[src/rtl/core/rosc_pkg.sv]
`default_nettype none
package rosc_pkg;

   localparam logic [2:0] MODE_DEFAULT     = 3'd0;
   localparam logic [2:0] MODE_STRETCH     = 3'd1;
   localparam logic [2:0] MODE_NOT_SMALLER = 3'd2;
   localparam logic [2:0] MODE_NOT_LARGER  = 3'd3;
   localparam logic [2:0] MODE_MIN_MAX     = 3'd4;
   localparam logic [2:0] MODE_SCALE_ONE   = 3'd5;

   localparam logic [2:0] REG_SCALING_MODE  = 3'd0;
   localparam logic [2:0] REG_TARGET_WIDTH  = 3'd1;
   localparam logic [2:0] REG_TARGET_HEIGHT = 3'd2;
   localparam logic [2:0] REG_MAX_WIDTH     = 3'd3;
   localparam logic [2:0] REG_MAX_HEIGHT    = 3'd4;
   localparam logic [2:0] REG_LIMIT_WIDTH   = 3'd5;
   localparam logic [2:0] REG_LIMIT_HEIGHT  = 3'd6;

   localparam int QUEUE_DEPTH = 4;

   // Each side carries multiplicand, multiplier, divisor and cap (four
   // dimensions plus two flags); the size division adds 2n+1 and n+1 bits.
   function automatic int desc_bits(input int n);
      return 11 * n + 6;
   endfunction

endpackage
`default_nettype wire

[src/rtl/core/rosc_front.sv]
`default_nettype none
module rosc_front #(
   parameter int N = 14
) (
   input  logic                                clock,
   input  logic                                reset,
   input  logic                                start,
   output logic                                busy,
   input  logic [N-1:0]                        src_width,
   input  logic [N-1:0]                        src_height,
   input  logic [2:0]                          mode,
   input  logic [N-1:0]                        tw,
   input  logic [N-1:0]                        th,
   input  logic [N-1:0]                        mw,
   input  logic [N-1:0]                        mh,
   input  logic                                full,
   output logic                                push,
   output logic [rosc_pkg::desc_bits(N)-1:0]   push_data
);
   import rosc_pkg::*;

   typedef struct packed {
      logic [N-1:0] a;
      logic [N-1:0] b;
      logic [N-1:0] d;
      logic [N-1:0] cap;
      logic         rnd;
      logic         use_size;
   } side_type;

   typedef struct packed {
      logic [2*N:0] size_num;
      logic [N:0]   size_den;
      side_type     w;
      side_type     h;
   } desc_type;

   typedef enum logic [2:0] {
      CAND_ONE,
      CAND_TW,
      CAND_TH,
      CAND_MW,
      CAND_MH
   } cand_type;

   logic           adv, acc, v_ff, v_in;
   logic [N-1:0]   sw_c, sh_c, mn_c, mx_c;
   logic [N-1:0]   sw_ff, sh_ff, mx_ff;
   logic           wlt_ff;
   logic [2*N-1:0] p1_ff, p2_ff, p3_ff, p4_ff, p5_ff, p6_ff;
   cand_type       c_sel, c_w, c_h;
   logic [N-1:0]   num, den;
   desc_type       desc;

   always_comb begin
      sw_c = (src_width == '0) ? N'(1) : src_width;
      sh_c = (src_height == '0) ? N'(1) : src_height;
      mn_c = (sw_c < sh_c) ? sw_c : sh_c;
      mx_c = (sw_c < sh_c) ? sh_c : sw_c;
      adv  = !v_ff || !full;
      busy = !adv;
      acc  = start && adv;
      v_in = adv ? acc : v_ff;
      push = v_ff && !full;
   end

   always_ff @(posedge clock) begin
      if (reset) begin
         v_ff <= 1'b0;
      end else begin
         v_ff <= v_in;
      end
   end

   always_ff @(posedge clock) begin
      if (acc) begin
         sw_ff  <= sw_c;
         sh_ff  <= sh_c;
         mx_ff  <= mx_c;
         wlt_ff <= (sw_c < sh_c);
         p1_ff  <= (2*N)'(tw) * (2*N)'(sh_c);
         p2_ff  <= (2*N)'(th) * (2*N)'(sw_c);
         p3_ff  <= (2*N)'(mw) * (2*N)'(sh_c);
         p4_ff  <= (2*N)'(mh) * (2*N)'(sw_c);
         p5_ff  <= (2*N)'(mx_c) * (2*N)'(mw);
         p6_ff  <= (2*N)'(mh) * (2*N)'(mn_c);
      end
   end

   always_comb begin
      c_sel = CAND_ONE;
      if (mode == MODE_NOT_SMALLER) begin
         c_sel = (p1_ff < p2_ff) ? CAND_TH : CAND_TW;
      end else if (mode == MODE_NOT_LARGER) begin
         if (tw != '0 && th != '0) begin
            c_sel = (p2_ff < p1_ff) ? CAND_TH : CAND_TW;
         end else if (tw != '0) begin
            c_sel = CAND_TW;
         end else begin
            c_sel = CAND_TH;
         end
      end

      c_w = c_sel;
      if (mw != '0) begin
         case (c_sel)
            CAND_TW: if (mw < tw) c_w = CAND_MW;
            CAND_TH: if (p3_ff < p2_ff) c_w = CAND_MW;
            default: if (mw < sw_ff) c_w = CAND_MW;
         endcase
      end

      c_h = c_w;
      if (mh != '0) begin
         case (c_w)
            CAND_MW: if (p4_ff < p3_ff) c_h = CAND_MH;
            CAND_TW: if (p4_ff < p1_ff) c_h = CAND_MH;
            CAND_TH: if (mh < th) c_h = CAND_MH;
            default: if (mh < sh_ff) c_h = CAND_MH;
         endcase
      end

      unique case (c_h)
         CAND_TW: begin num = tw; den = sw_ff; end
         CAND_TH: begin num = th; den = sh_ff; end
         CAND_MW: begin num = mw; den = sw_ff; end
         CAND_MH: begin num = mh; den = sh_ff; end
         default: begin num = N'(1); den = N'(1); end
      endcase

      desc.size_num = (2*N+1)'({mw, 1'b1});
      desc.size_den = (N+1)'(2);
      desc.w = '{a: sw_ff, b: num, d: den, cap: '0, rnd: 1'b1, use_size: 1'b0};
      desc.h = '{a: sh_ff, b: num, d: den, cap: '0, rnd: 1'b1, use_size: 1'b0};

      unique case (mode)
         MODE_MIN_MAX: begin
            if (p5_ff > p6_ff) begin
               desc.size_num = (2*N+1)'({p6_ff, 1'b0}) + (2*N+1)'(mx_ff);
               desc.size_den = {mx_ff, 1'b0};
            end
            if (wlt_ff) begin
               desc.w = '{a: '0, b: N'(1), d: N'(1), cap: '0, rnd: 1'b0, use_size: 1'b1};
               desc.h = '{a: '0, b: sh_ff, d: sw_ff, cap: '0, rnd: 1'b0, use_size: 1'b1};
            end else begin
               desc.w = '{a: '0, b: sw_ff, d: sh_ff, cap: '0, rnd: 1'b0, use_size: 1'b1};
               desc.h = '{a: '0, b: N'(1), d: N'(1), cap: '0, rnd: 1'b0, use_size: 1'b1};
            end
         end
         MODE_DEFAULT: begin
            if (tw == '0 && th != '0) begin
               desc.w = '{a: sw_ff, b: th, d: sh_ff, cap: mw, rnd: 1'b1, use_size: 1'b0};
            end else begin
               desc.w = '{a: tw, b: N'(1), d: N'(1), cap: mw, rnd: 1'b1, use_size: 1'b0};
            end
            if (th == '0 && tw != '0) begin
               desc.h = '{a: sh_ff, b: tw, d: sw_ff, cap: mh, rnd: 1'b1, use_size: 1'b0};
            end else begin
               desc.h = '{a: th, b: N'(1), d: N'(1), cap: mh, rnd: 1'b1, use_size: 1'b0};
            end
         end
         MODE_STRETCH: begin
            desc.w = '{a: (tw == '0) ? sw_ff : tw, b: N'(1), d: N'(1), cap: mw,
                       rnd: 1'b1, use_size: 1'b0};
            desc.h = '{a: (th == '0) ? sh_ff : th, b: N'(1), d: N'(1), cap: mh,
                       rnd: 1'b1, use_size: 1'b0};
         end
         default: begin
         end
      endcase

      push_data = desc;
   end

endmodule
`default_nettype wire

[config.mk]
export PLATFORM = sky130hd
export DESIGN_NAME = rosc_front
export DESIGN_NICKNAME = d
export VERILOG_FILES = /design/src/rtl/core/rosc_pkg.sv /design/src/rtl/core/rosc_front.sv
export SDC_FILE = /design/constraint.sdc
export NUM_CORES = 2
export LEC_CHECK = 0
export BUFFER_PORTS_ARGS = -buffer_cell sky130_fd_sc_hd__buf_2
export CAP_MARGIN = 25
export CORE_MARGIN = 3
export CORE_UTILIZATION = 60
export DETAILED_ROUTE_END_ITERATION = 8
export PLACE_DENSITY = 0.86
export SKIP_LAST_GASP = 1
export SYNTH_ARGS = -nofsm -noshare
export SYNTH_HDL_FRONTEND = slang
export SYNTH_SLANG_ARGS = --single-unit
[constraint.sdc]
create_clock -name clock -period 14.3 [get_ports clock]
set_input_delay 1.43 -clock clock [delete_from_list [all_inputs] [get_ports clock]]
set_output_delay 1.43 -clock clock [all_outputs]
set_load 0.005 [all_outputs]
== Yosys cells after proc, flatten, opt, wreduce, memory -nomap -nowiden ==
Cells that the tools add are included.

* Register bits after elaboration: 212
* Bits of input ports: 91
* Output and inout bits: 162
* Logic and storage cells: 93

* $add $sub $neg: 1
* $mul: 6
* Order comparisons: 11
* Equality and inequality tests: 13
* Muxes and demuxes: 31
* Reduce and logical (&&, ||, !) cells: 20

{| class="wikitable"
|+ Operator list
! operator !! number
|-
| case mux 116 bit (3 select lines) || 1
|-
| multiplier 14 x 14 -> 28 bit || 6
|-
| < comparator 28 bit || 5
|-
| two-way mux 58 bit || 2
|-
| two-way mux 102 bit || 1
|-
| two-way mux 44 bit || 2
|-
| two-way mux 14 bit || 6
|-
| < comparator 14 bit || 5
|-
| logical NOT 14 bit || 4
|-
| case mux 14 bit (4 select lines) || 1
|-
| nonzero test 14 bit || 4
|-
| adder 29 x 14 -> 29 bit || 1
|-
| greater-than comparator 28 bit || 1
|-
| case mux 14 bit (2 select lines) || 1
|-
| two-way mux 3 bit || 9
|-
| equality test 3 x 2 -> 1 bit, second input constant || 7
|-
| equality test 3 x 1 -> 1 bit, second input constant || 4
|-
| two-way mux 2 bit || 6
|-
| case mux 3 bit (3 select lines) || 1
|-
| equality test 3 bit, second input constant || 2
|-
| case mux 3 bit (2 select lines) || 1
|-
| logical AND 1 bit || 5
|-
| OR reduction 2 bit || 2
|-
| logical NOT 1 bit || 3
|-
| other kinds (2) || 2
|}

== Depth between registers and ports, before layout ==
* Depth in word-level cells: 15
* Gate-level depth with buffers: 38
* Gate-level depth less buffers: 34

== Least setup slack after synthesis ==
Ideal clock, no wire load.

* Path kind: input-to-reg
* Start: in full
* End: reg mx_ff[0], enable pin
* Setup time: 0.811 ns
* Data arrival time: 10.930 ns
* Data required time: 13.489 ns
* Slack: 2.559 ns
* Stages: 2
* Buffers on the path: 0
* Cell sequence: and2_1 -> nor2b_1

* Cells in the longest elaborated chain, start to end: 3

{| class="wikitable"
|+ RTL lines
! what !! line !! text
|-
| from (decl) || rosc_front.sv:16 || <nowiki>input logic full,</nowiki>
|-
| logical NOT 1 bit || rosc_front.sv:60 || <nowiki>adv = !v_ff || !full;</nowiki>
|-
| logical OR 1 bit || rosc_front.sv:60 ||
|-
| logical AND 1 bit || rosc_front.sv:62 || <nowiki>acc = start && adv;</nowiki>
|-
| net acc || rosc_front.sv:46 || <nowiki>logic adv, acc, v_ff, v_in;</nowiki>
|-
| to (signal assigned) || rosc_front.sv:79 || <nowiki>mx_ff <= mx_c;</nowiki>
|-
| to (decl) || rosc_front.sv:48 || <nowiki>logic [N-1:0] sw_ff, sh_ff, mx_ff;</nowiki>
|}

The timed path passes the listed nets, and every way through them passes these cells.
A chain may end at the register's enable or synchronous reset.

== Worst setup path after layout ==
* Start: in src_height[11]
* End: reg p5_ff[27], data pin

* Cells in the longest elaborated chain, start to end: 5

{| class="wikitable"
|+ RTL lines
! what !! line !! text
|-
| from (decl) || rosc_front.sv:10 || <nowiki>input logic [N-1:0] src_height,</nowiki>
|-
| logical NOT 14 bit || rosc_front.sv:57 || <nowiki>sh_c = (src_height == '0) ? N'(1) : src_height;</nowiki>
|-
| two-way mux 14 bit || rosc_front.sv:57 ||
|-
| net sh_c[0] || rosc_front.sv:47 || <nowiki>logic [N-1:0] sw_c, sh_c, mn_c, mx_c;</nowiki>
|-
| < comparator 14 bit || rosc_front.sv:59 || <nowiki>mx_c = (sw_c < sh_c) ? sh_c : sw_c;</nowiki>
|-
| two-way mux 14 bit || rosc_front.sv:59 ||
|-
| net mx_c[1] || rosc_front.sv:47 ||
|-
| multiplier 14 x 14 -> 28 bit || rosc_front.sv:85 || <nowiki>p5_ff <= (2*N)'(mx_c) * (2*N)'(mw);</nowiki>
|-
| to (signal assigned) || rosc_front.sv:85 ||
|-
| to (decl) || rosc_front.sv:50 || <nowiki>logic [2*N-1:0] p1_ff, p2_ff, p3_ff, p4_ff, p5_ff, p6_ff;</nowiki>
|}

The timed path passes the listed nets, and every way through them passes these cells.

==> flow_metrics.tcl <==
set metrics [dict create \
    cts_setup_buffers 0 \
    ioPinCount 253 \
    gp_congestion 1.00 \
    synthArstFlopShare 0 \
    synth_cell_types 76 \
    netlist_instances 6039 \
    overflow 0 \
    ctsResizeCount 0 \
    core_area_mm2 0.0874 \
    worst_hold_slack_ns 0.656 \
    rsz0062_at_grt "false" \
    finalHoldViolCount 0 \
    grt_pass1_wl_um 263000 \
    synth_nets 7746 \
    worstSetupStartpointType "input port" \
    synth_ff_type "edfxtp_1" \
    run_status "complete, no violations" \
    fin_crit_ns 10.55 \
    max_freq_ghz 0.0948 \
    worstMarginPinSlew_ns 1.09 \
    die_area_mm2 0.0925 \
    root_buffer "clkbuf_16" \
    synthMuxAreaShare 0.00692 \
    endpoint_kind "flop" \
    grt_usage 0.369 \
    ys_ff_latch 212 \
    cp_max_fo 31 \
    skew_ns 0.0326 \
    synth_simple_gate_area_share 0.155 \
    syn_area_mm2 0.0533 \
    cts_tree "done" \
    rows 108 \
    synth.top_cell.area_share 0.318 \
    first_global_vias 46100 \
    vias 44400 \
    start_util 0.610 \
    synth_xor_area_frac 0.0266 \
    wl_um 171000 \
    antenna_left 0 \
    setup_tns_ns 0 \
    synth-warning-count 0 \
    synth_edf_count 211 \
    synth_commonest_cells "1225 x inv_1, 851 x nand2_1, 847 x fa_1" \
    synth_top_area_cell "fa_1" \
    slowest_stage "buf_2" \
    drt-pass1-iter-count 7 \
    hold_buffers 0 \
    synth_top_family_by_area "adder cells" \
    crit_top_cell "fa_1" \
    yosys-top-cells-area "fa_1 32%, ha_1 18%, edfxtp_1 12%" \
    io_buffers 251 \
    cts_max_level 1 \
    clkTransAtPathRegs_ns 0.06 \
    fin_crit_sh 0.738 \
    synthAdderAreaFrac 0.498 \
    vias_per_cell 6.12 \
    post-synth-top-count-cell "inv_1" \
    remaining_drc_errors 0 \
    die_x_um 304 \
    crit_required_ns 14.62 \
    cp.arrival_ns 10.87 \
    cts_buffers 27 \
    clk_path_buf_depth 3 \
    synth_compound_area_frac 0.0845 \
    area_growth_pct 5.24 \
    slew_headroom 0.269 \
    antenna_found_initial 22 \
    cap_violations 0 \
    dp_hpwl_um 133000 \
    drt-initial-drc-count 5150 \
    slew_violations 0 \
    min_path_type "reg2reg" \
    wl_per_cell_um 23.6 \
    die_height_um 304 \
    grt_max_degree 157 \
    clock_latency_ns 0.58 \
    synth-seq-area-share 0.119 \
    fin_nets 7773 \
    drive_above_1_share 0.0654 \
    clock-sinks 212 \
    critPathMaxStageDelay_ns 0.65 \
    setup_viol 0 \
    synth.avg_cell_area_um2 8.83 \
    worst-setup-path-type "in2reg" \
]
-- state kept, by name, summed over array words and instances, names as in the netlist --
signal and flops:
mx_ff 14, p6_ff 28, p1_ff 28, v_ff 1
sw_ff 14, wlt_ff 1, sh_ff 14, p2_ff 28
p3_ff 28, p5_ff 28, p4_ff 28
-- final timing paths --
kind,slack [ns],cells past startpoint,end,from
worst max-delay path,3.75,35,p5_ff[27],src_height[11]
worst min-delay path,0.66,3,v_ff,v_ff
worst max register to register,11.78,4,p5_ff[8],v_ff
worst min register to register,0.66,3,v_ff,v_ff
-- stage by stage --
| stage | utilization | worst slack [ns] | area (um^2) | cells |
|---|---|---|---|---|
| floorplan | - | 2.56 | 53300 | 6039 |
| finish | 0.642 | 3.75 | 56100 | 7253 |
| CTS | 0.641 | 3.96 | 56100 | 7240 |
| global route | 0.642 | 3.25 | 56100 | 7245 |
| detailed placement | 0.632 | 3.38 | 55300 | 7191 |
| global placement | 0.632 | 3.67 | 55300 | 7191 |
-- worst max-delay path, delay by kind of cell --
family,cells,cell delay (ns)
AO/OA/AOI/OAI,16,3.62
AND/OR/NAND/NOR,2,0.27
multiplexers,1,0.57
XOR/XNOR,1,0.09
adder cells (fa/ha/maj),7,3.06
buffers and inverters,8,1.79
-- metal layers --
metal	wire length (um)	part of all wire	up-vias	track usage
met5	103	0.00060	-	0
met4	10800	0.063	16	0.186
met3	23700	0.14	695	0.112
met2	74400	0.43	2880	0.569
met1	62000	0.36	21700	0.473
li1	-	-	19100	-
-- placed cells by master (no fill, tap or decap), types with 53 or more instances in the layout --
| cell | instances |
|---|---|
| nand2_1 | 851 |
| edfxtp_1 | 211 |
| ha_1 | 769 |
| nand4_1 | 58 |
| a21oi_1 | 179 |
| buf_2 | 251 |
| fa_1 | 847 |
| nor2b_1 | 59 |
| and2_1 | 294 |
| inv_1 | 1225 |
| xnor2_1 | 118 |
| o21ai_0 | 146 |
| nor2_1 | 271 |
| a22o_1 | 53 |
| a21o_1 | 70 |
| nor3_1 | 76 |
-- layout make-up --
class | instances | area [um^2]
clock buffers | 32 | 694
well taps | 1155 | 1450
inverters | 1237 | 4640
repair buffers | 300 | 1640
diodes | 12 | 30.0
flip-flops and latches | 212 | 6360
multi-input cells | 4288 | 41200
fillers | 6987 | 31300
clock inverters | 17 | 134
-- cells by family after synthesis --
kind of cell    count (synthesis)
compound gates                687
xor+xnor                      162
fa+ha+maj                    1616
buf+inv                      1539
flops                         212
mux                            34
other cells                     1
simple gates                 1788
Power is not shown: default switching activity piles up to over one toggle a cycle in this logic, so the estimate is an artifact.
