File: config.mk
export PLATFORM = sky130hd
export DESIGN_NAME = rosc_queue
export DESIGN_NICKNAME = d
export VERILOG_FILES = /design/src/rtl/core/rosc_queue.sv
export SDC_FILE = /design/constraint.sdc
export NUM_CORES = 1
export LEC_CHECK = 0
export ABC_AREA = 0
export BUFFER_PORTS_ARGS = -buffer_cell sky130_fd_sc_hd__buf_2
export CAP_MARGIN = 20
export CELL_PAD_IN_SITES_DETAIL_PLACEMENT = 1
export CELL_PAD_IN_SITES_GLOBAL_PLACEMENT = 1
export CORE_MARGIN = 1
export CORE_UTILIZATION = 45
export DETAILED_ROUTE_END_ITERATION = 12
export PLACE_DENSITY_LB_ADDON = 0.1
export SLEW_MARGIN = 20
export SYNTH_ARGS = -nofsm -noshare
export SYNTH_HDL_FRONTEND = slang
export SYNTH_SLANG_ARGS = --single-unit
File: constraint.sdc
create_clock -name clock -period 4.6 [get_ports clock]
set_input_delay 0.23 -clock clock [delete_from_list [all_inputs] [get_ports clock]]
set_output_delay 0.23 -clock clock [all_outputs]
set_load 0.03 [all_outputs]
File: src/rtl/core/rosc_queue.sv
`default_nettype none
module rosc_queue #(
   parameter int W     = 160,
   parameter int DEPTH = 4
) (
   input  logic         clock,
   input  logic         reset,
   input  logic         push,
   input  logic [W-1:0] push_data,
   input  logic         pop,
   output logic [W-1:0] pop_data,
   output logic         full,
   output logic         empty
);
   localparam int AW = (DEPTH > 1) ? $clog2(DEPTH) : 1;
   localparam int CW = $clog2(DEPTH + 1);

   logic [W-1:0]  mem_ff [DEPTH];
   logic [AW-1:0] wr_ptr_ff, wr_ptr_in, rd_ptr_ff, rd_ptr_in;
   logic [CW-1:0] count_ff, count_in;
   logic          do_push, do_pop;

   always_comb begin
      full      = (count_ff == CW'(DEPTH));
      empty     = (count_ff == '0);
      do_push   = push && !full;
      do_pop    = pop && !empty;
      wr_ptr_in = wr_ptr_ff;
      rd_ptr_in = rd_ptr_ff;
      count_in  = count_ff;
      if (do_push) begin
         wr_ptr_in = (wr_ptr_ff == AW'(DEPTH - 1)) ? '0 : wr_ptr_ff + 1'b1;
      end
      if (do_pop) begin
         rd_ptr_in = (rd_ptr_ff == AW'(DEPTH - 1)) ? '0 : rd_ptr_ff + 1'b1;
      end
      if (do_push && !do_pop) begin
         count_in = count_ff + 1'b1;
      end else if (do_pop && !do_push) begin
         count_in = count_ff - 1'b1;
      end
      pop_data = mem_ff[rd_ptr_ff];
   end

   always_ff @(posedge clock) begin
      if (reset) begin
         wr_ptr_ff <= '0;
         rd_ptr_ff <= '0;
         count_ff  <= '0;
      end else begin
         wr_ptr_ff <= wr_ptr_in;
         rd_ptr_ff <= rd_ptr_in;
         count_ff  <= count_in;
      end
   end

   always_ff @(posedge clock) begin
      if (do_push) begin
         mem_ff[wr_ptr_ff] <= push_data;
      end
   end

endmodule
`default_nettype wire

# Word level (Yosys, flattened, before mapping)
# Memories as Yosys holds them, arrays and structs flattened. A register that Yosys moved wholly into a read port is not among the register bits.
# Cells that the tools add are included.
# word_totals
regBits	7
ram_bits	640
output_inout_bits	162
word_cells	29
memories	1
# memory_table
memory	depth	width	rd	rd_ports_with_merged_regs	wr	line_no	rtl
mem_ff	4	160	1	1	1	18	logic [W-1:0] mem_ff [DEPTH];
# classes
add_sub_neg	4
eq_ne	3
muxes	8
n_reduce_logical	10
# op_table
op	count
2-bit 2-to-1 mux	4
3-bit 2-to-1 mux	2
2-bit by 1-bit adder with 2-bit output, second input constant	2
2-bit equality test, second input constant	2
1-bit logical AND	4
1-bit zero test	4
3-bit by 1-bit adder with 3-bit output, second input constant	1
3-bit equality test, second input constant	1
3-bit zero test	1
3-bit by 1-bit subtractor with 3-bit output, second input constant	1
1-bit 2-to-1 mux	2
2-bit nonzero test	1

# Depth between registers and ports, before layout
# Gate-level depths: netlist of the first run.
# logic_depth
depth_word	7
depth_mapped	10
depth_no_buf	9

# Worst setup path before layout of the first run
# OpenSTA, ideal clock, no wires.
# synth_path
path_type	flip-flop to flip-flop
start	register count_ff[0]
end	memory mem_ff[0][0] (enable)
setup_ns	0.541
t_arrival_ns	4.394
required_ns	4.059
setup_slack_ns	-0.334
stages_incl_launch_ff	4
path_buffers	1
synth_period_minus_slack_ns	4.934
cell_sequence	dfxtp_1 or3b_1 buf_2 and3_1
# synth_via
elab_chain_len	5
# synth_rtl
item	line_no	rtl
start, declared	20	logic [CW-1:0] count_ff, count_in;
start signal, assigned	53	count_ff <= count_in;
3-bit equality test	24	full = (count_ff == CW'(DEPTH));
1-bit zero test	26	do_push = push && !full;
1-bit logical AND	26	
1-bit 2-to-1 mux	58	if (do_push) begin
1-bit 2-to-1 mux (implied by the code)	59	mem_ff[wr_ptr_ff] <= push_data;
end, declared	18	
# Every way passes these cells.

==> out/summary.txt, run 1 <==
TritonCTS Sinks = 649
Via Count = 11,300
Post-CTS setup buffer count = 0
Reg2Reg Depth = 3
Wirelength, routed = 50,900 um
Final Setup Violations = 0
Drt drc = 0
Layout cells sized above 1 = 41.7%
Seq cells post-synth = 649
M1 WL = 21,100 um
Max cap viols = 0
Worst-path cell chain = buf_4 > mux4_2 > buf_2
Hold Path Class = in2reg
Commonest non-fill, non-tap cell in the layout = edfxtp_1
Number of synthesized flops with an enable pin = 640
RR Endpoint = mem_ff[3][159]
Largest net degree at the start of global routing = 75
Via/cell ratio = 5.19
Final nets = 1,605
Crit end category = output pin
RR Startpoint = count_ff[0]
Top FF cell, synth = edfxtp_1
Initial Util = 45.7%
Final hold vios = 0
Pre-CTS setup slack = 2.15 ns
GRT Total Usage = 19.5%
DRT Pass-1 Iters = 4
GP Congestion = 0.716
First-pass GRT wire length = 76,900 um
Area Growth Syn to Fin = 27.3%
Met2 wire len = 25,600 um
Mapped cell area = 0.0235 sq mm
Full die area = 0.0532 sq mm
Hold path startpoint = pop
Hold depth = 4
PnR worst setup slack = 1.64 ns
Die height = 231 um
Max_slew headroom = 29.8%
RSZ-0062 raised after global routing = no
Total core area = 0.0515 sq mm
Vias in the first global route = 12,500
Final min period = 2.96 ns
Max Used Layer = met5
Tcrit/Tclk final = 64.3%
Worst clock skew = 0.0211 ns
Post-synth ARST share = 0%
Wire length on met3 = 2970 um
Post-detailed-route count of antenna-violating nets = 0
Max H-tree Level = 3
PortBufs = 325
CP bufs+invs = 2
Row cnt = 83
Initial antenna violation count = 6
VDD IR max = 0.440 mV
Most frequent cells in the layout = edfxtp_1 (640), buf_2 (325), dlygate4sd3_1 (163), mux4_2 (160), clkbuf_16 (73)
Worst Path Max Fanout = 36
Worst endpoint data arrival time = 2.73 ns
CTS Buf Count = 70
Clk slew on worst S/H paths = 0.06 ns
Sequential share of the synthesized area = 82.4%
Crit Path Class = reg2out
Clk root buf = clkbuf_16
Static Leak = 10.1 nW
R2r setup slk = 2.19 ns
Mapped Avg Cell Area = 26.6 sq um
Fin. max-slew vios = 0
DRT iter0 DRCs = 523
Max Root-Sink Buffers = 3
Syn Nets = 1,057
Routed len/inst = 23.4 um
CTS tree = done
Netlist cell types = 22
Die W = 231 um
CP Launch Type = register
Total congestion overflow = 0
Mapped Cells = 886
# IOs = 326
Worst skew pair latency = 0.59 ns
Critical Path RT = 4.37 ns
Crit-path max cell delay = 0.89 ns
CP max stage cell = dfxtp_4
Slew at the pin closest to its max-slew limit = 1.05 ns
Setup TNS = 0 ns
Status = complete, no violations
DPL Wire Length = 30,400 um
YS warnings = 0
Cell family with most CP delay = flip-flops
PwrDens = 563 mW/mm^2
Fmax = 0.338 GHz
[what timing repair did]
item                      in CTS  in global routing
hold buffers                 163                  0
hold endpoints to repair     649                  0
gates resized for setup        0                  0
[cells by family after synthesis]
kind of cell             synth area share [%]
AO/OA/AOI/OAI                           0.170
flip-flops                               82.4
XOR/XNOR                               0.0745
multiplexers                             15.4
adder cells (fa/ha/maj)                 0.404
buffers and inverters                    1.15
AND/OR/NAND/NOR                         0.362
[state kept, by name, indices dropped and copies added (netlist names), named ones only]
register   cells
wr_ptr_ff      2
rd_ptr_ff      2
mem_ff       640
count_ff       3
[per-stage QoR]
stage	hold slack [ns]	util, %	total power [mW]	std cells	area, sq um
final	0.0705	58.1	16.9	2169	29900
after global routing	0.0715	58.1	17.5	2168	29900
after floorplan	0.329	-	10.3	886	23500
after global placement	0.443	50.7	11.6	1879	26100
after CTS	0.0327	58.1	17.1	2164	29900
after detailed placement	0.447	50.7	11.6	1879	26100
[worst register-to-register path, cell delays in order, from the launching register on]
cell     delay [ns]
dfxtp_1        0.43
or3b_1         0.29
and3_4         0.88
buf_4          0.49
[report_power, final]
part,switching [mW],internal [mW],total [mW]
combinational,2.56,1.55,4.11
sequential,0.249,7.15,7.40
clock,2.22,3.13,5.35
[cell type report]
| cell class | count | area, sq um |
|---|---|---|
| Antenna cell | 5 | 12.5 |
| Clock buffer | 85 | 1870 |
| Clock inverter | 37 | 309 |
| Fill cell | 4446 | 21600 |
| Inverter | 5 | 20.0 |
| Multi-Input combinational cell | 194 | 3880 |
| Sequential cell | 649 | 19400 |
| Tap cell | 680 | 851 |
| Timing Repair Buffer | 514 | 3590 |
[layer usage]
metal	vias to the layer above	track usage [%]
li1	4957	-
met1	5934	25.1
met2	287	32.6
met3	83	5.56
met4	4	5.46
met5	-	0
[Yosys cell counts (2+ instances only)]
cell      number  share of area (%)
nor3_1         2              0.043
xor2_1         2              0.074
mux2i_1        2              0.085
or3_1          2              0.053
a21oi_1        3              0.064
clkbuf_1       7               0.11
inv_1          4              0.064
edfxtp_1     640                 82
nand3_1        2              0.043
dfxtp_1        9               0.77
buf_6         11               0.53
ha_1           6               0.32
o21ai_0        2              0.043
o31ai_1        2              0.064
buf_2         20               0.43
nor2_1         4              0.064
mux4_2       160                 15
and3_1         4               0.11
[worst max-delay path by stage]
stage | to | startpoint | cells past startpoint
after floorplan | mem_ff[0][0] | count_ff[0] | 3
after global placement | pop_data[103] | register | 3
after detailed placement | pop_data[42] | register | 3
after CTS | pop_data[42] | register | 3
after global routing | pop_data[42] | register | 3
final | pop_data[42] | register | 3
Note: power is estimated with default switching activity, not from simulation.
==> run 2, diff against run 1 <==
--- a/config.mk
+++ b/config.mk
@@ -5,13 +5,13 @@
 export SDC_FILE = /design/constraint.sdc
 export NUM_CORES = 1
 export LEC_CHECK = 0
-export ABC_AREA = 0
+export ABC_AREA = 1
 export BUFFER_PORTS_ARGS = -buffer_cell sky130_fd_sc_hd__buf_2
 export CAP_MARGIN = 20
 export CELL_PAD_IN_SITES_DETAIL_PLACEMENT = 1
 export CELL_PAD_IN_SITES_GLOBAL_PLACEMENT = 1
 export CORE_MARGIN = 1
-export CORE_UTILIZATION = 45
+export CORE_UTILIZATION = 43
 export DETAILED_ROUTE_END_ITERATION = 12
 export PLACE_DENSITY_LB_ADDON = 0.1
 export SLEW_MARGIN = 20
==> constraint.sdc (replaced) <==
create_clock -name clock -period 2.4 [get_ports clock]
set_input_delay 0.12 -clock clock [delete_from_list [all_inputs] [get_ports clock]]
set_output_delay 0.12 -clock clock [all_outputs]
set_load 0.03 [all_outputs]
==> run 2 against run 1 <==
  * Synthesized cell count up 83%
  * Synthesized area up 2.1%
  * Worst setup slack worse by 1.6 ns
  * Clock skew down 0.0048 ns
  * Combinational power rose to 3.0 times the previous value
  * Critical path depth up 2
  * Cell count up 35%
  * First-iteration DRC count up 59%
  * Core utilization down 2.7 points
  * Global-route usage up 1.9 points
  * Sequential power up 91%
  * Clock power up 87%
  * Largest power group unchanged
==> out/summary.txt, run 2 <==
Status = complete, no violations
Worst clock skew = 0.0164 ns (-0.00476 ns)
Final Setup Violations = 0 (unchanged)
Vias in the first global route = 16,300 (+30%)
FILL cells = 5,418 (+22%)
Routed len/inst = 21.7 um (-7.4%)
Seq cells post-synth = 649 (unchanged)
RR Startpoint = count_ff[1]
DRT Pass-1 Iters = 6 (+2)
Post-detailed-route count of antenna-violating nets = 0 (unchanged)
Final hold vios = 0 (unchanged)
Max Root-Sink Buffers = 3 (unchanged)
CP max stage cell = clkbuf_16
Critical Path RT = 2.28 ns (-2.09 ns)
Largest net degree at the start of global routing = 156 (+110%)
Mapped Cells = 1,618 (+83%)
Drt drc = 0 (unchanged)
CTS tree = done
Via Count = 15,500 (+37%)
Hold depth = 3 (-1)
Final nets = 2,287 (+42%)
Full die area = 0.0568 sq mm (+6.8%)
VDD IR max = 0.842 mV (+92%)
CP bufs+invs = 3 (+1)
R2r setup slk = 0.49 ns (-1.70 ns)
Mapped cell area = 0.0240 sq mm (+2.1%)
Via/cell ratio = 5.29 (+1.9%)
Cell taking the most area after synthesis = edfxtp_1
Netlist cell types = 21 (-4.5%)
Biggest regs = mem_ff x640, count_ff x3
Sequential cell area = 0.0194 sq mm (about the same)
Worst skew pair latency = 0.59 ns (about the same)
Die W = 238 um (+3.4%)
Total congestion overflow = 0 (unchanged)
Crit-path max cell delay = 0.40 ns (-0.49 ns)
Clk slew on worst S/H paths = 0.06 ns (about the same)
GP Congestion = 0.746 (+4.2%)
Fmax = 0.431 GHz
Most frequent cells in the layout = edfxtp_1 (640), nor2_1 (332), buf_2 (325), o21ai_0 (181), dlygate4sd3_1 (163)
Sequential share of the synthesized area = 80.7% (-1.7 points)
Tcrit/Tclk final = 96.8%
Syn Nets = 1,789 (+69%)
Slew at the pin closest to its max-slew limit = 0.518 ns (-0.535 ns)
Initial antenna violation count = 9 (+3)
Die height = 238 um (+3.4%)
DRT iter0 DRCs = 833 (+59%)
Hold Path Class = in2reg
PnR worst setup slack = 0.0774 ns (-1.56 ns)
Total core area = 0.0552 sq mm (+7.2%)
Number of synthesized flops with an enable pin = 640 (unchanged)
First-pass GRT wire length = 92,600 um (+20%)
Crit Path Class = reg2out
Cell family with most CP delay = buffers and inverters
PwrDens = 1200 mW/mm^2 (+110%)
Worst endpoint data arrival time = 2.20 ns (-0.53 ns)
Fin. max-slew vios = 0 (unchanged)
YS warnings = 0 (unchanged)
Fin Hold WS = 0.258 ns (+0.187 ns)
Reg2Reg Depth = 9 (+6)
Worst-path cell chain = buf_4 > clkbuf_16 > o21ai_0 > o22ai_1 > buf_2
Worst Path Max Fanout = 77 (+110%)
Layout cells sized above 1 = 21.6% (-20 points)
Max_slew headroom = 65.5% (+36 points)
DPL Wire Length = 34,700 um (+14%)
GRT Total Usage = 21.4% (+1.9 points)
# IOs = 326 (unchanged)
Initial Util = 43.5% (-2.1 points)
RR Endpoint = count_ff[1]
Max H-tree Level = 3 (unchanged)
Area contributors post-synth = edfxtp_1 (80%), nor2_1 (5.3%), o22ai_1 (4.2%), o21ai_0 (3.8%), o21ai_1 (2.9%)
TritonCTS Sinks = 649 (unchanged)
Pre-CTS setup slack = 0.480 ns (-1.67 ns)
Mapped Avg Cell Area = 14.9 sq um (-44%)
Largest register FFs = 640 (unchanged)
Top FF cell, synth = edfxtp_1
CTS Buf Count = 68 (-2.9%)
Total chip power = 36.6 mW (+120%)
Static Leak = 10.8 nW (+6.3%)
CP Launch Type = register
Area Growth Syn to Fin = 27.3% (about the same)
Max cap viols = 0 (unchanged)
Most frequent cells after synthesis = edfxtp_1 (640), nor2_1 (337), o21ai_0 (181)
Crit end category = output pin
Multi-input combinational cell area = 0.00411 sq mm (+5.8%)
Wirelength, routed = 63,400 um (+25%)
Most flop-heavy register = mem_ff
Row cnt = 86 (+3.6%)
Hold path startpoint = reset
Commonest non-fill, non-tap cell in the layout = edfxtp_1
PortBufs = 325 (unchanged)
Clk root buf = clkbuf_16
Worst hold path endpoint = count_ff[0]
Top-count cell post-synth = edfxtp_1
Final min period = 2.32 ns
Area share of the largest cell type after synthesis = 80.0% (-1.7 points)
Post-synth ARST share = 0% (unchanged)
[run 2: changes by cell type after synthesis, moves of 4 or more]
cell / delta
o21ai_0: +179
mux4_2: -160
inv_1: +12
buf_4: +7
o21ai_1: +140
buf_2: +19
buf_6: -7
nor2_1: +333
and3_1: -4
clkbuf_1: +48
nand2_1: +13
o22ai_1: +160
[run 2: layout make-up]
cell class | instances | area share, %
flip-flops and latches | 649 | 63.4
clock inverters | 30 | 0.773
well taps | 748 | 3.06
diodes | 7 | 0.0573
multi-input cells | 846 | 13.4
inverters | 18 | 0.315
repair buffers | 533 | 12.9
clock buffers | 89 | 6.03
[run 2: report_power, final]
part           switching, mW  total [mW]  internal, mW
clock network           4.17        9.99          5.82
registers              0.325        14.1          13.8
logic                   9.10        12.5          3.39
total                   13.6        36.6          23.0
[run 2: worst max path at each step]
stage	start	end	cells after the start	slack, ns
after floorplan	count_ff[0]	mem_ff[0][0]	4	-1.02
after global placement	count_ff[1]	count_ff[1]	9	0.56
after detailed placement	count_ff[1]	count_ff[1]	9	0.48
after CTS	register	pop_data[152]	4	-0.05
after global routing	register	pop_data[156]	5	-0.01
final	register	pop_data[144]	5	0.08
[run 2: per-layer routing]
| layer | track usage [%] | vias to the layer above | wire length, um |
|---|---|---|---|
| li1 | - | 7147 | - |
| met2 | 37.1 | 341 | 32000 |
| met4 | 7.09 | 4 | 1350 |
| met5 | 0 | - | 31 |
| met1 | 26.1 | 7878 | 26400 |
| met3 | 5.37 | 87 | 3660 |
[run 2: tightest hold or removal path, stage by stage]
cell and delay (ns):
dlygate4sd3_1 0.53, buf_2 0.11, nor2_1 0.04
[run 2: stage by stage]
stage / TNS, ns / instances / instance area, sq um / utilization [%]
finish: 0 / 2920 / 30600 / 55.4
global route: -0.0122 / 2919 / 30600 / 55.4
CTS: -0.252 / 2905 / 30400 / 55.1
detailed placement: 0 / 2623 / 26700 / 48.3
global placement: 0 / 2623 / 26700 / 48.3
floorplan: -646.07 / 1618 / 24100 / -
[run 2: logic make-up after synthesis]
logic type      share of synthesized area (%)
fa+ha+maj                               0.396
buf+inv                                  2.37
flops                                    80.7
simple gates                             5.59
xor+xnor                               0.0364
compound gates                           10.9
[run 2: timing repair]
| item | in CTS | in global routing |
|---|---|---|
| resized for setup | 1 | 6 |
| gates cloned | 0 | 3 |
| hold buffers | 163 | 0 |
| hold endpoints to repair | 649 | 0 |
| buffers inserted | 0 | 5 |
| setup endpoints to repair | 20 | 116 |
==> run 3, diff against run 2 <==
--- a/config.mk
+++ b/config.mk
@@ -8,12 +8,10 @@
 export ABC_AREA = 1
 export BUFFER_PORTS_ARGS = -buffer_cell sky130_fd_sc_hd__buf_2
 export CAP_MARGIN = 20
-export CELL_PAD_IN_SITES_DETAIL_PLACEMENT = 1
-export CELL_PAD_IN_SITES_GLOBAL_PLACEMENT = 1
 export CORE_MARGIN = 1
-export CORE_UTILIZATION = 43
+export CORE_UTILIZATION = 52
 export DETAILED_ROUTE_END_ITERATION = 12
-export PLACE_DENSITY_LB_ADDON = 0.1
+export PLACE_DENSITY = 0.76
 export SLEW_MARGIN = 20
 export SYNTH_ARGS = -nofsm -noshare
 export SYNTH_HDL_FRONTEND = slang
==> run 3 against run 2 <==
  * Clock power is essentially flat
  * First-iteration DRC count grew 92%
  * Non-clock buffer count up 9
  * Largest cell class unchanged
  * Sequential cell count stayed put
  * Global-route usage increased by 2.9 points
  * Clock skew about the same
  * Largest power group unchanged
==> out/summary.txt, run 3 (synthesis gave the netlist of run 2 again) <==
Wirelength, routed = 57,500 um (-9.3%)
Fin Hold WS = 0.243 ns (-0.0153 ns)
Die W = 217 um (-9.0%)
Largest register FFs = 640 (unchanged)
DRT Pass-1 Iters = 7 (+1)
Drt drc = 0 (unchanged)
TritonCTS Sinks = 649 (unchanged)
Final nets = 2,294 (+0.31%)
Max cap viols = 0 (unchanged)
Worst Path Max Fanout = 56 (-27%)
GRT Total Usage = 24.3% (+2.9 points)
Max H-tree Level = 3 (unchanged)
Setup TNS = 0 ns (unchanged)
Total core area = 0.0455 sq mm (-18%)
Fin. max-slew vios = 0 (unchanged)
Area Growth Syn to Fin = 27.0%
R2r setup slk = 0.39 ns (-0.10 ns)
Post-detailed-route count of antenna-violating nets = 0 (unchanged)
Total chip power = 36.6 mW (about the same)
Worst clock skew = 0.0161 ns (-0.000306 ns)
First-pass GRT wire length = 87,500 um (-5.5%)
Final min period = 2.38 ns (+0.0612 ns)
RSZ-0062 raised after global routing = yes
CTS Buf Count = 66 (-2.9%)
Most flop-heavy register = mem_ff
Worst skew pair latency = 0.59 ns (about the same)
Crit Path Class = reg2out
Final Setup Violations = 0 (unchanged)
Layout cells sized above 1 = 22.3% (+0.69 points)
PnR worst setup slack = 0.0162 ns (-0.0612 ns)
Max_slew headroom = 60.4% (-5.1 points)
Vias in the first global route = 16,300 (+0.061%)
DRT iter0 DRCs = 1,598 (+92%)
Largest net degree at the start of global routing = 84 (-46%)
Crit end category = output pin
Static Leak = 10.8 nW (+0.66%)
Biggest regs = mem_ff x640, count_ff x3
Via/cell ratio = 5.68 (+7.3%)
Worst endpoint data arrival time = 2.26 ns (+0.06 ns)
PwrDens = 1200 mW/mm^2 (+0.13%)
Row cnt = 78 (-9.3%)
Via Count = 15,800 (+2.1%)
Most frequent cells in the layout = edfxtp_1 (640), nor2_1 (332), buf_2 (325), o21ai_0 (181), dlygate4sd3_1 (163)
GP Congestion = 0.770 (+3.2%)
CTS tree = done
Fmax = 0.419 GHz (-2.6%)
Max Root-Sink Buffers = 3 (unchanged)
# IOs = 326 (unchanged)
Die height = 217 um (-9.0%)
FILL cells = 2,954 (-45%)
Pre-CTS setup slack = 0.410 ns (-0.0697 ns)
PortBufs = 325 (unchanged)
Routed len/inst = 20.7 um (-4.7%)
DPL Wire Length = 30,300 um (-13%)
Clk root buf = clkbuf_16
Tcrit/Tclk final = 99.3% (+2.6 points)
Critical Path RT = 2.28 ns (about the same)
Full die area = 0.0471 sq mm (-17%)
Status = complete, no violations
Clk slew on worst S/H paths = 0.06 ns (about the same)
Final hold vios = 0 (unchanged)
Hold Path Class = in2reg
CP Launch Type = register
Initial Util = 52.8% (+9.3 points)
Initial antenna violation count = 5 (-4)
VDD IR max = 1.13 mV (+35%)
Slew at the pin closest to its max-slew limit = 0.594 ns (+0.0767 ns)
Total congestion overflow = 0 (unchanged)
Commonest non-fill, non-tap cell in the layout = edfxtp_1
## run 3: final timing paths
kind / depth (start not counted) / to / start
hold reg to reg: 2 / count_ff[1] / count_ff[1]
setup reg to reg: 9 / count_ff[1] / count_ff[1]
hold / removal: 3 / count_ff[0] / reset
setup / recovery: 4 / pop_data[107] / register
## run 3: per-stage QoR
step                      area (sq um)  utilization [%]  cells
after floorplan                  24100                -   1618
after global placement           26600             58.5   2488
after detailed placement         26600             58.5   2488
after CTS                        30500             67.0   2774
after global routing             30500             67.1   2778
final                            30500             67.1   2779
## run 3: power breakdown
part / internal, mW / switching (mW)
registers: 13.8 / 0.380
clock network: 6.05 / 4.06
logic: 3.47 / 8.81
## run 3: routing by layer
layer	global-route usage (%)	up-vias	routed length, um
li1	-	7153	-
met1	30.3	7737	22100
met2	41.3	767	28900
met3	5.05	132	4760
met4	10.4	0	1650
met5	0	-	0
## run 3: what timing repair did
action                     CTS  global route
resized for setup            5             5
hold buffers               163             0
setup endpoints to repair   18             8
cloned                       2             0
hold endpoints to repair   649             0
buffers inserted             2             0
## run 3: layout make-up
cell class              count  area [sq um]  share of cell area, %
diodes                      5          12.5                 0.0410
clock inverters            28           294                  0.963
repair buffers            542          4010                   13.1
clock buffers              91          1850                   6.07
flip-flops and latches    649         19400                   63.6
well taps                 600           751                   2.46
multi-input cells         846          4110                   13.5
inverters                  18          85.1                  0.279
## run 3: worst max-delay path: stages, from the launching register on
cell	delay, ns
dfxtp_4	0.54
buf_12	0.27
o21ai_0	0.15
o22ai_1	0.36
buf_2	0.27
